--- src/design/h264it_pkg.sv ---
`default_nettype none
package h264it_pkg;

  localparam int WordW    = 24;
  localparam int CoefW    = 16;
  localparam int PixW     = 8;
  localparam int IdxW     = 6;
  localparam int BlkMax   = 64;
  localparam int CfgIdxW  = 2;
  localparam int CfgDataW = 3;

  typedef logic signed [WordW-1:0] word_t;
  typedef logic [7:0][WordW-1:0] vec_t;

  typedef enum logic [CfgIdxW-1:0] {
    REG_EIGHT = 2'd0,
    REG_SHIFT = 2'd1,
    REG_ADD   = 2'd2
  } reg_idx_e;

  typedef enum logic [2:0] {
    ST_LOAD,
    ST_ROW_RD,
    ST_ROW_WR,
    ST_COL_RD,
    ST_COL_WR,
    ST_EMIT_RD,
    ST_EMIT_LD
  } state_e;

  typedef enum logic [2:0] {
    OP_IDLE,
    OP_LOAD,
    OP_ROW_RD,
    OP_ROW_WR,
    OP_COL_RD,
    OP_COL_WR,
    OP_EMIT_RD,
    OP_EMIT_LD
  } op_e;

  typedef struct packed {
    op_e            op;
    logic           issue;
    logic           snap;
    logic [2:0]     outer;
    logic [2:0]     k;
    logic [6:0]     load_cnt;
    logic [IdxW-1:0] emit_idx;
    logic           emit_last;
  } cmd_t;

  typedef struct packed {
    logic eight;
    logic out_free;
  } status_t;

  function automatic vec_t idct4(vec_t x);
    word_t x0, x1, x2, x3, z0, z1, z2, z3;
    vec_t  y;
    x0 = x[0];
    x1 = x[1];
    x2 = x[2];
    x3 = x[3];
    z0 = x0 + x2;
    z1 = x0 - x2;
    z2 = (x1 >>> 1) - x3;
    z3 = x1 + (x3 >>> 1);
    y    = '0;
    y[0] = z0 + z3;
    y[1] = z1 + z2;
    y[2] = z1 - z2;
    y[3] = z0 - z3;
    return y;
  endfunction

  function automatic vec_t idct8(vec_t x);
    word_t x0, x1, x2, x3, x4, x5, x6, x7;
    word_t e0, e2, e4, e6, f0, f2, f4, f6;
    word_t o1, o3, o5, o7, g1, g3, g5, g7;
    vec_t  y;
    x0 = x[0];
    x1 = x[1];
    x2 = x[2];
    x3 = x[3];
    x4 = x[4];
    x5 = x[5];
    x6 = x[6];
    x7 = x[7];
    e0 = x0 + x4;
    e2 = x0 - x4;
    e4 = (x2 >>> 1) - x6;
    e6 = (x6 >>> 1) + x2;
    f0 = e0 + e6;
    f2 = e2 + e4;
    f4 = e2 - e4;
    f6 = e0 - e6;
    o1 = x5 - x3 - x7 - (x7 >>> 1);
    o3 = x1 + x7 - x3 - (x3 >>> 1);
    o5 = x7 - x1 + x5 + (x5 >>> 1);
    o7 = x3 + x5 + x1 + (x1 >>> 1);
    g1 = (o7 >>> 2) + o1;
    g3 = o3 + (o5 >>> 2);
    g5 = (o3 >>> 2) - o5;
    g7 = o7 - (o1 >>> 2);
    y[0] = f0 + g7;
    y[7] = f0 - g7;
    y[1] = f2 + g5;
    y[6] = f2 - g5;
    y[2] = f4 + g3;
    y[5] = f4 - g3;
    y[3] = f6 + g1;
    y[4] = f6 - g1;
    return y;
  endfunction

endpackage
`default_nettype wire

--- src/design/h264it_ctrl.sv ---
`default_nettype none
module h264it_ctrl (
  input  wire logic                 clk_i,
  input  wire logic                 rst_ni,
  input  wire logic                 in_valid_i,
  output logic                      in_ready_o,
  input  wire logic                 live_eight_i,
  input  wire h264it_pkg::status_t  status_i,
  output h264it_pkg::cmd_t          cmd_o
);

  h264it_pkg::state_e state_q, state_d;
  logic [6:0] cnt_q, cnt_d, cnt_next;
  logic [2:0] outer_q, outer_d;
  logic [3:0] k_q, k_d;
  logic [5:0] emit_q, emit_d;
  logic [3:0] n_len;
  logic [2:0] outer_last;
  logic [5:0] emit_end;

  always_ff @(posedge clk_i or negedge rst_ni) begin
    if (!rst_ni) begin
      state_q <= h264it_pkg::ST_LOAD;
      cnt_q   <= '0;
      outer_q <= '0;
      k_q     <= '0;
      emit_q  <= '0;
    end else begin
      state_q <= state_d;
      cnt_q   <= cnt_d;
      outer_q <= outer_d;
      k_q     <= k_d;
      emit_q  <= emit_d;
    end
  end

  always_comb begin
    n_len      = status_i.eight ? 4'd8 : 4'd4;
    outer_last = status_i.eight ? 3'd7 : 3'd3;
    emit_end   = status_i.eight ? 6'd63 : 6'd15;
    cnt_next   = cnt_q + 7'd1;
    state_d    = state_q;
    cnt_d      = cnt_q;
    outer_d    = outer_q;
    k_d        = k_q;
    emit_d     = emit_q;
    in_ready_o = 1'b0;
    cmd_o           = '0;
    cmd_o.op        = h264it_pkg::OP_IDLE;
    cmd_o.outer     = outer_q;
    cmd_o.k         = k_q[2:0];
    cmd_o.load_cnt  = cnt_q;
    cmd_o.emit_idx  = emit_q;
    cmd_o.emit_last = (emit_q == emit_end);
    case (state_q)
      h264it_pkg::ST_LOAD: begin
        in_ready_o  = 1'b1;
        cmd_o.op    = h264it_pkg::OP_LOAD;
        cmd_o.issue = in_valid_i;
        if (in_valid_i) begin
          if (cnt_next >= (live_eight_i ? 7'd64 : 7'd16)) begin
            cnt_d      = '0;
            cmd_o.snap = 1'b1;
            outer_d    = '0;
            k_d        = '0;
            state_d    = h264it_pkg::ST_ROW_RD;
          end else begin
            cnt_d = cnt_next;
          end
        end
      end
      h264it_pkg::ST_ROW_RD, h264it_pkg::ST_COL_RD: begin
        cmd_o.op    = (state_q == h264it_pkg::ST_ROW_RD) ? h264it_pkg::OP_ROW_RD
                                                          : h264it_pkg::OP_COL_RD;
        cmd_o.issue = (k_q < n_len);
        if (k_q == n_len) begin
          k_d     = '0;
          state_d = (state_q == h264it_pkg::ST_ROW_RD) ? h264it_pkg::ST_ROW_WR
                                                        : h264it_pkg::ST_COL_WR;
        end else begin
          k_d = k_q + 4'd1;
        end
      end
      h264it_pkg::ST_ROW_WR: begin
        cmd_o.op    = h264it_pkg::OP_ROW_WR;
        cmd_o.issue = 1'b1;
        if (k_q == n_len - 4'd1) begin
          k_d = '0;
          if (outer_q == outer_last) begin
            outer_d = '0;
            state_d = h264it_pkg::ST_COL_RD;
          end else begin
            outer_d = outer_q + 3'd1;
            state_d = h264it_pkg::ST_ROW_RD;
          end
        end else begin
          k_d = k_q + 4'd1;
        end
      end
      h264it_pkg::ST_COL_WR: begin
        cmd_o.op    = h264it_pkg::OP_COL_WR;
        cmd_o.issue = (k_q < n_len);
        if (k_q == n_len) begin
          k_d = '0;
          if (outer_q == outer_last) begin
            outer_d = '0;
            emit_d  = '0;
            state_d = h264it_pkg::ST_EMIT_RD;
          end else begin
            outer_d = outer_q + 3'd1;
            state_d = h264it_pkg::ST_COL_RD;
          end
        end else begin
          k_d = k_q + 4'd1;
        end
      end
      h264it_pkg::ST_EMIT_RD: begin
        cmd_o.op    = h264it_pkg::OP_EMIT_RD;
        cmd_o.issue = status_i.out_free;
        if (status_i.out_free) begin
          state_d = h264it_pkg::ST_EMIT_LD;
        end
      end
      h264it_pkg::ST_EMIT_LD: begin
        cmd_o.op    = h264it_pkg::OP_EMIT_LD;
        cmd_o.issue = 1'b1;
        if (emit_q == emit_end) begin
          state_d = h264it_pkg::ST_LOAD;
        end else begin
          emit_d  = emit_q + 6'd1;
          state_d = h264it_pkg::ST_EMIT_RD;
        end
      end
      default: begin
        state_d = h264it_pkg::ST_LOAD;
      end
    endcase
  end

endmodule
`default_nettype wire

--- config.mk ---
export PLATFORM = sky130hd
export DESIGN_NAME = h264it_ctrl
export DESIGN_NICKNAME = d
export VERILOG_FILES = /design/src/design/h264it_pkg.sv /design/src/design/h264it_ctrl.sv
export SDC_FILE = /design/constraint.sdc
export NUM_CORES = 1
export LEC_CHECK = 0
export ABC_AREA = 1
export CAP_MARGIN = 5
export CORE_UTILIZATION = 53
export CTS_BUF_LIST = sky130_fd_sc_hd__clkbuf_16
export CTS_CLUSTER_SIZE = 16
export DETAILED_ROUTE_END_ITERATION = 6
export DONT_BUFFER_PORTS = 1
export PLACE_DENSITY = 0.68
export SKIP_LAST_GASP = 1
export SLEW_MARGIN = 30
export SYNTH_ARGS = -nofsm -noshare
export SYNTH_HDL_FRONTEND = slang
export SYNTH_SLANG_ARGS = --single-unit
--- constraint.sdc ---
create_clock -name clk_i -period 3.2 [get_ports clk_i]
set_clock_uncertainty 0.05 [all_clocks]
set_input_delay 0.16 -clock clk_i [delete_from_list [all_inputs] [get_ports clk_i]]
set_output_delay 0.16 -clock clk_i [all_outputs]
set_load 0.01 [all_outputs]
# Word-level counts from Yosys, hierarchy flattened
# Cells that the tools add are included.
totals:
  ff_bits: 23
  in_bits: 6
  output_inout_bits: 26
classes:
  add_sub_neg: 5
  n_lt_le_gt_ge: 2
  eq_ne: 18
  mux: 36
  n_reduce_logical: 11
op_table:
  columns: ["cell", "count"]
  rows:
  - ["$mux W3", 15]
  - ["$mux W6", 4]
  - ["$pmux W4 S6", 1]
  - ["$mux W4", 5]
  - ["$pmux W3 S6", 1]
  - ["$ne A2 B2 Y1 const B", 8]
  - ["$mux W7", 2]
  - ["$pmux W4 S3", 1]
  - ["$pmux W6 S2", 1]
  - ["$eq A3 B3 Y1 const B", 3]
  - ["$pmux W3 S3", 1]
  - ["$eq A4 B4 Y1", 2]
  - ["$add A7 B1 Y7 const B", 1]
  - ["$ge A7 B7 Y1", 1]
  - ["$add A6 B1 Y6 const B", 1]
  - ["$eq A3 B2 Y1 const B", 2]
  - ["$eq A6 B6 Y1", 1]
  - ["$reduce_and A6 Y1", 1]
  - ["$reduce_bool A3 Y1", 2]
  - ["$reduce_and A5 Y1", 1]
  - ["$add A4 B1 Y4 const B", 1]
  - ["$lt A4 B4 Y1", 1]
  - ["$mux W1", 4]
  - ["$reduce_and A4 Y1", 1]
  - ["other kinds (11)", 11]

# Longest topological paths before layout
logic_depth:
  depth_word: 5
  depth_mapped: 15
  ltp_nobuf: 15

# Worst setup path before layout
# Ideal clock, no wire load.
synth_path:
  kind: "register to register"
  startpoint: "register cnt_q[1]"
  endpoint: "register cnt_q[2]"
  t_arrival_ps: 2084
  required_time_ps: 3030
  path_slack_ps: 947
  stages_incl_launch_ff: 16
  n_path_buf: 0
  period_less_slack_ps: 2253
  cell_sequence: "dfrtp_1 > ha_1 > nand2_1 > nor2_1 > xor2_1 > inv_1 > ha_1 > inv_1 > nor2_1 > nand3_1 > nand3_1 > nand2_1 > nand2_2 > nand2_1 > inv_1 > nor2_1"
synth_via:
  elab_chain_cells: 3
synth_lines:
  columns: ["element", "line_no", "text"]
  rows:
  - ["from (decl)", "h264it_ctrl.sv:13", "logic [6:0] cnt_q, cnt_d, cnt_next;"]
  - ["from (signal assigned)", "h264it_ctrl.sv:30", "cnt_q <= cnt_d;"]
  - ["$add A7 B1 Y7 *", "h264it_ctrl.sv:41", "cnt_next = cnt_q + 7'd1;"]
  - ["$ge A7 B7 Y1", "h264it_ctrl.sv:61", "if (cnt_next >= (live_eight_i ? 7'd64 : 7'd16)) begin"]
  - ["$mux W7 *", "h264it_ctrl.sv:61", null]
# Every way passes the cells marked *; elsewhere a longest branch is shown, timed or not.
# A chain may end at the register's enable or synchronous reset.

==> impl_metrics.yaml <==
cts:
  cts.clk_slew.worst_paths_ns: 0.06
  number_of_clock_buffers_inserted_by_tritoncts: 3
  tritoncts_num_sinks: 23
  clock_tree.root_cell: "sky130_fd_sc_hd__clkbuf_16"
  post_cts.resized_instances: 0
  cts-hold-fix-buffers: 1
  cts_post_setup_buffers_inserted: 0
  cts-root-to-sink-buffers: 2
  cts_tree: "yes"
  insertion_delay_ns: 0.26
  htreeDepth: 1
yosys:
  main_combinational_cell_family_by_area_after_synthesis: "simple AND/OR/NAND/NOR gates"
  synth_warnings: 0
  synth.yosys.seq_area_share: 0.3493
  synthDistinctLibCells: 29
  synth-seq-cells: 23
  synth_area_sq_um: 1648
  synth_edf_count: 0
  async_reset_ff_frac: 1.000
  post_synth_most_frequent_cells: "sky130_fd_sc_hd__nand2_1, sky130_fd_sc_hd__inv_1, sky130_fd_sc_hd__nand3_1"
  mux_cell_area_share_after_synthesis: 0
  synthesis.nets: 238
  synthFlopType: "sky130_fd_sc_hd__dfrtp_1"
  simple_logic_cell_fraction_of_the_synthesized_area: 0.3288
  synth_compound_area_frac: 0.1048
  yosys.cell_count.top_type: "sky130_fd_sc_hd__nand2_1"
  number_of_standard_cells_after_synthesis: 223
  adder_cell_share_of_the_synthesized_area: 0.06834
  synth_xor_xnor_area_share: 0.03721
  post_synth.cell_area_avg_sq_um: 7.389
  most_area_hungry_cell_type_in_the_yosys_netlist: "sky130_fd_sc_hd__dfrtp_1"
  synth_top_area_frac: 0.3493
  synth.area.top_cells: "sky130_fd_sc_hd__dfrtp_1, sky130_fd_sc_hd__nand2_1, sky130_fd_sc_hd__inv_1"
critical_path:
  critical_path_arrival_ns: 2.69
  worstPathMaxFanout: 6
  crit_chain: "ha_1, nand2_1, nor2_1, xor2_1, inv_1, ha_1, inv_1, nor2_1, nand3_1, nand3_1, nand2_1, nand2_2, nand2_1, inv_1"
  worst_setup_path_start_kind: "flip-flop"
  worst_path_largest_cell_delay_ns: 0.47
  criticalPathCategory: "reg -> out"
  reg2reg_from: "cnt_q[1]$_DFFE_PN0P_"
  worst-path-buf-inv: 3
  critPathSlowestCell: "sky130_fd_sc_hd__dfrtp_1"
  cp_top_family: "simple AND/OR/NAND/NOR gates"
  cp_data_required_time_ns: 2.99
  critical_path.endpoint_type: "primary output"
  worstSetupStartpoint: "cnt_q[1]$_DFFE_PN0P_"
floorplan:
  die_w_microns: 57.76
  top_ports: 32
  die_height_microns: 57.76
  fp-row-count: 19
  initial_cell_density_of_the_core: 0.5776
  core_sq_um: 2853
  design.die.area_sq_um: 3336
timing:
  max_slew.worst_pin.slew_ns: 0.6430
  hold_ws_ns: 0.2405
  fin_crit_sh: 0.9065
  period_needed_ns: 2.901
  finalSetupTns_ns: 0
  slew_headroom: 0.5698
  finalMaxSlewViolations: 0
  finalSetupViolCount: 0
  final_critical_path_setup_slack_ns: 0.2991
  rsz0062_at_grt: "false"
  max_freq_mhz: 344.7
  timing.final.hold_violations: 0
placed_design:
  postPlaceCellArea_sq_um: 1657
  detailedPlace.worstSlack_ns: 0.5709
  dp_cells: 250
  detailedPlacementHpwl_mm: 2.847
  globalplace.congestion: 0.9091
  io_buffers: 0
global_route:
  globalRouteMet2Util: 0.4053
  groute.usage.overall: 0.2438
  via_count_of_the_first_global_routing_pass: 1380
  largest_net_degree_at_the_start_of_global_routing: 24
  busiest_layer: "met2"
  grt_pass1_wl_mm: 6.203
  antenna_found_initial: 0
  grtUsageMet3: 0.05357
  grt_use_met1: 0.3167
  grt_remaining_overflow: 0
run_status:
  status: "finished with violations"
  violations: "DRC"
drt:
  viasPerCell: 5.559
  first_iter_violations: 88
  1st_pass_router_iterations: 6
  finalWirelength_mm: 3.656
  via_count: 1423
  drt.antenna.violating_nets: 0
  routed_wire_length_per_instance_microns: 14.28
  total_drc_errors_in_the_routed_layout: 2
final_layout:
  finish.net_count: 241
  stdcell_count: 256
  syn_to_final_growth_pct: 6.302
  antenna_cells: 0
  final_design_area_no_fill_sq_um: 1752
  filler_cell_count: 258
  postLayoutCoreUtil: 0.6140
  fraction_of_final_layout_cells_sized_beyond_drive_strength_1: 0.09333
flow_run:
  drv.max_cap_violation_count: 0
pwr:
  power-per-cell-area_nw_per_um2: 954.6
  ir_drop_mv: 0.4327
  report.power.total_mw: 1.672
  total_leakage_power_nw: 0.9317
min_path:
  worst_hold_path_type: "in -> reg"
  hold_path.startpoint: "in_valid_i"
==> worst paths after layout <==
check                                   endpoint  slack (ns)  cells past startpoint
max in group asynchronous   cnt_q[2]$_DFFE_PN0P_        2.36                      2
min in group asynchronous  emit_q[1]$_DFFE_PN0P_        0.37                      2
hold reg to reg               k_q[3]$_DFFE_PN0P_        0.49                      2
setup / recovery                       cmd_o[20]        0.30                     14
hold / removal              cnt_q[1]$_DFFE_PN0P_        0.24                      4
setup reg to reg            cnt_q[2]$_DFFE_PN0P_        0.54                     15
==> registers in the layout, indices dropped and copies added, names as in the netlist <==
signal   count
k_q          4
emit_q       6
cnt_q        7
state_q      3
outer_q      3
==> cell families (layout without fill, tap and decap cells) <==
kind of cell	count (synthesis)	count (layout)
AOI/OAI and AO/OA	26	26
and+or+nand+nor	113	113
DFF	23	23
xor gates and xnor gates	7	7
buffers and inverters	45	47
adders and majority gates	9	9
==> area by class of cell <==
| type | count | area [sq um] | area share |
|---|---|---|---|
| clock inverter | 1 | 5.005 | 0.002857 |
| tap | 31 | 38.79 | 0.02214 |
| sequential | 23 | 575.6 | 0.3286 |
| clock buffer | 3 | 75.07 | 0.04286 |
| timing repair buffer | 2 | 15.01 | 0.008571 |
| multi-input combinational | 155 | 888.4 | 0.5071 |
| inverter | 41 | 153.9 | 0.08786 |
==> cell usage in the layout (no fill, tap or decap), types with 5 or more instances in the layout <==
cell type,n
sky130_fd_sc_hd__nand4_1,5
sky130_fd_sc_hd__nand3_1,24
sky130_fd_sc_hd__o21ai_0,10
sky130_fd_sc_hd__xor2_1,7
sky130_fd_sc_hd__inv_1,39
sky130_fd_sc_hd__nor2_1,16
sky130_fd_sc_hd__nand2_1,57
sky130_fd_sc_hd__ha_1,9
sky130_fd_sc_hd__dfrtp_1,23
==> power by group <==
group	internal, mW	switching, mW	total [mW]
registers	0.405	0.208	0.613
logic	0.275	0.513	0.788
clock network	0.168	0.103	0.271
==> worst register-to-register path: stages, from the launching register on <==
cell	delay, ns
sky130_fd_sc_hd__dfrtp_1	0.47
sky130_fd_sc_hd__ha_1	0.22
sky130_fd_sc_hd__nand2_1	0.07
sky130_fd_sc_hd__nor2_1	0.18
sky130_fd_sc_hd__xor2_1	0.21
sky130_fd_sc_hd__inv_1	0.07
sky130_fd_sc_hd__ha_1	0.27
sky130_fd_sc_hd__inv_1	0.04
sky130_fd_sc_hd__nor2_1	0.12
sky130_fd_sc_hd__nand3_1	0.10
sky130_fd_sc_hd__nand3_1	0.09
sky130_fd_sc_hd__nand2_1	0.12
sky130_fd_sc_hd__nand2_2	0.14
sky130_fd_sc_hd__nand2_1	0.15
sky130_fd_sc_hd__inv_1	0.19
sky130_fd_sc_hd__nor2_1	0.06
==> layer usage <==
metal,part of all wire,up-vias
met2,0.50,41
li1,-,717
met4,0.010,0
met5,0,-
met3,0.066,4
met1,0.42,661
Power figures use the tool's default switching activity.
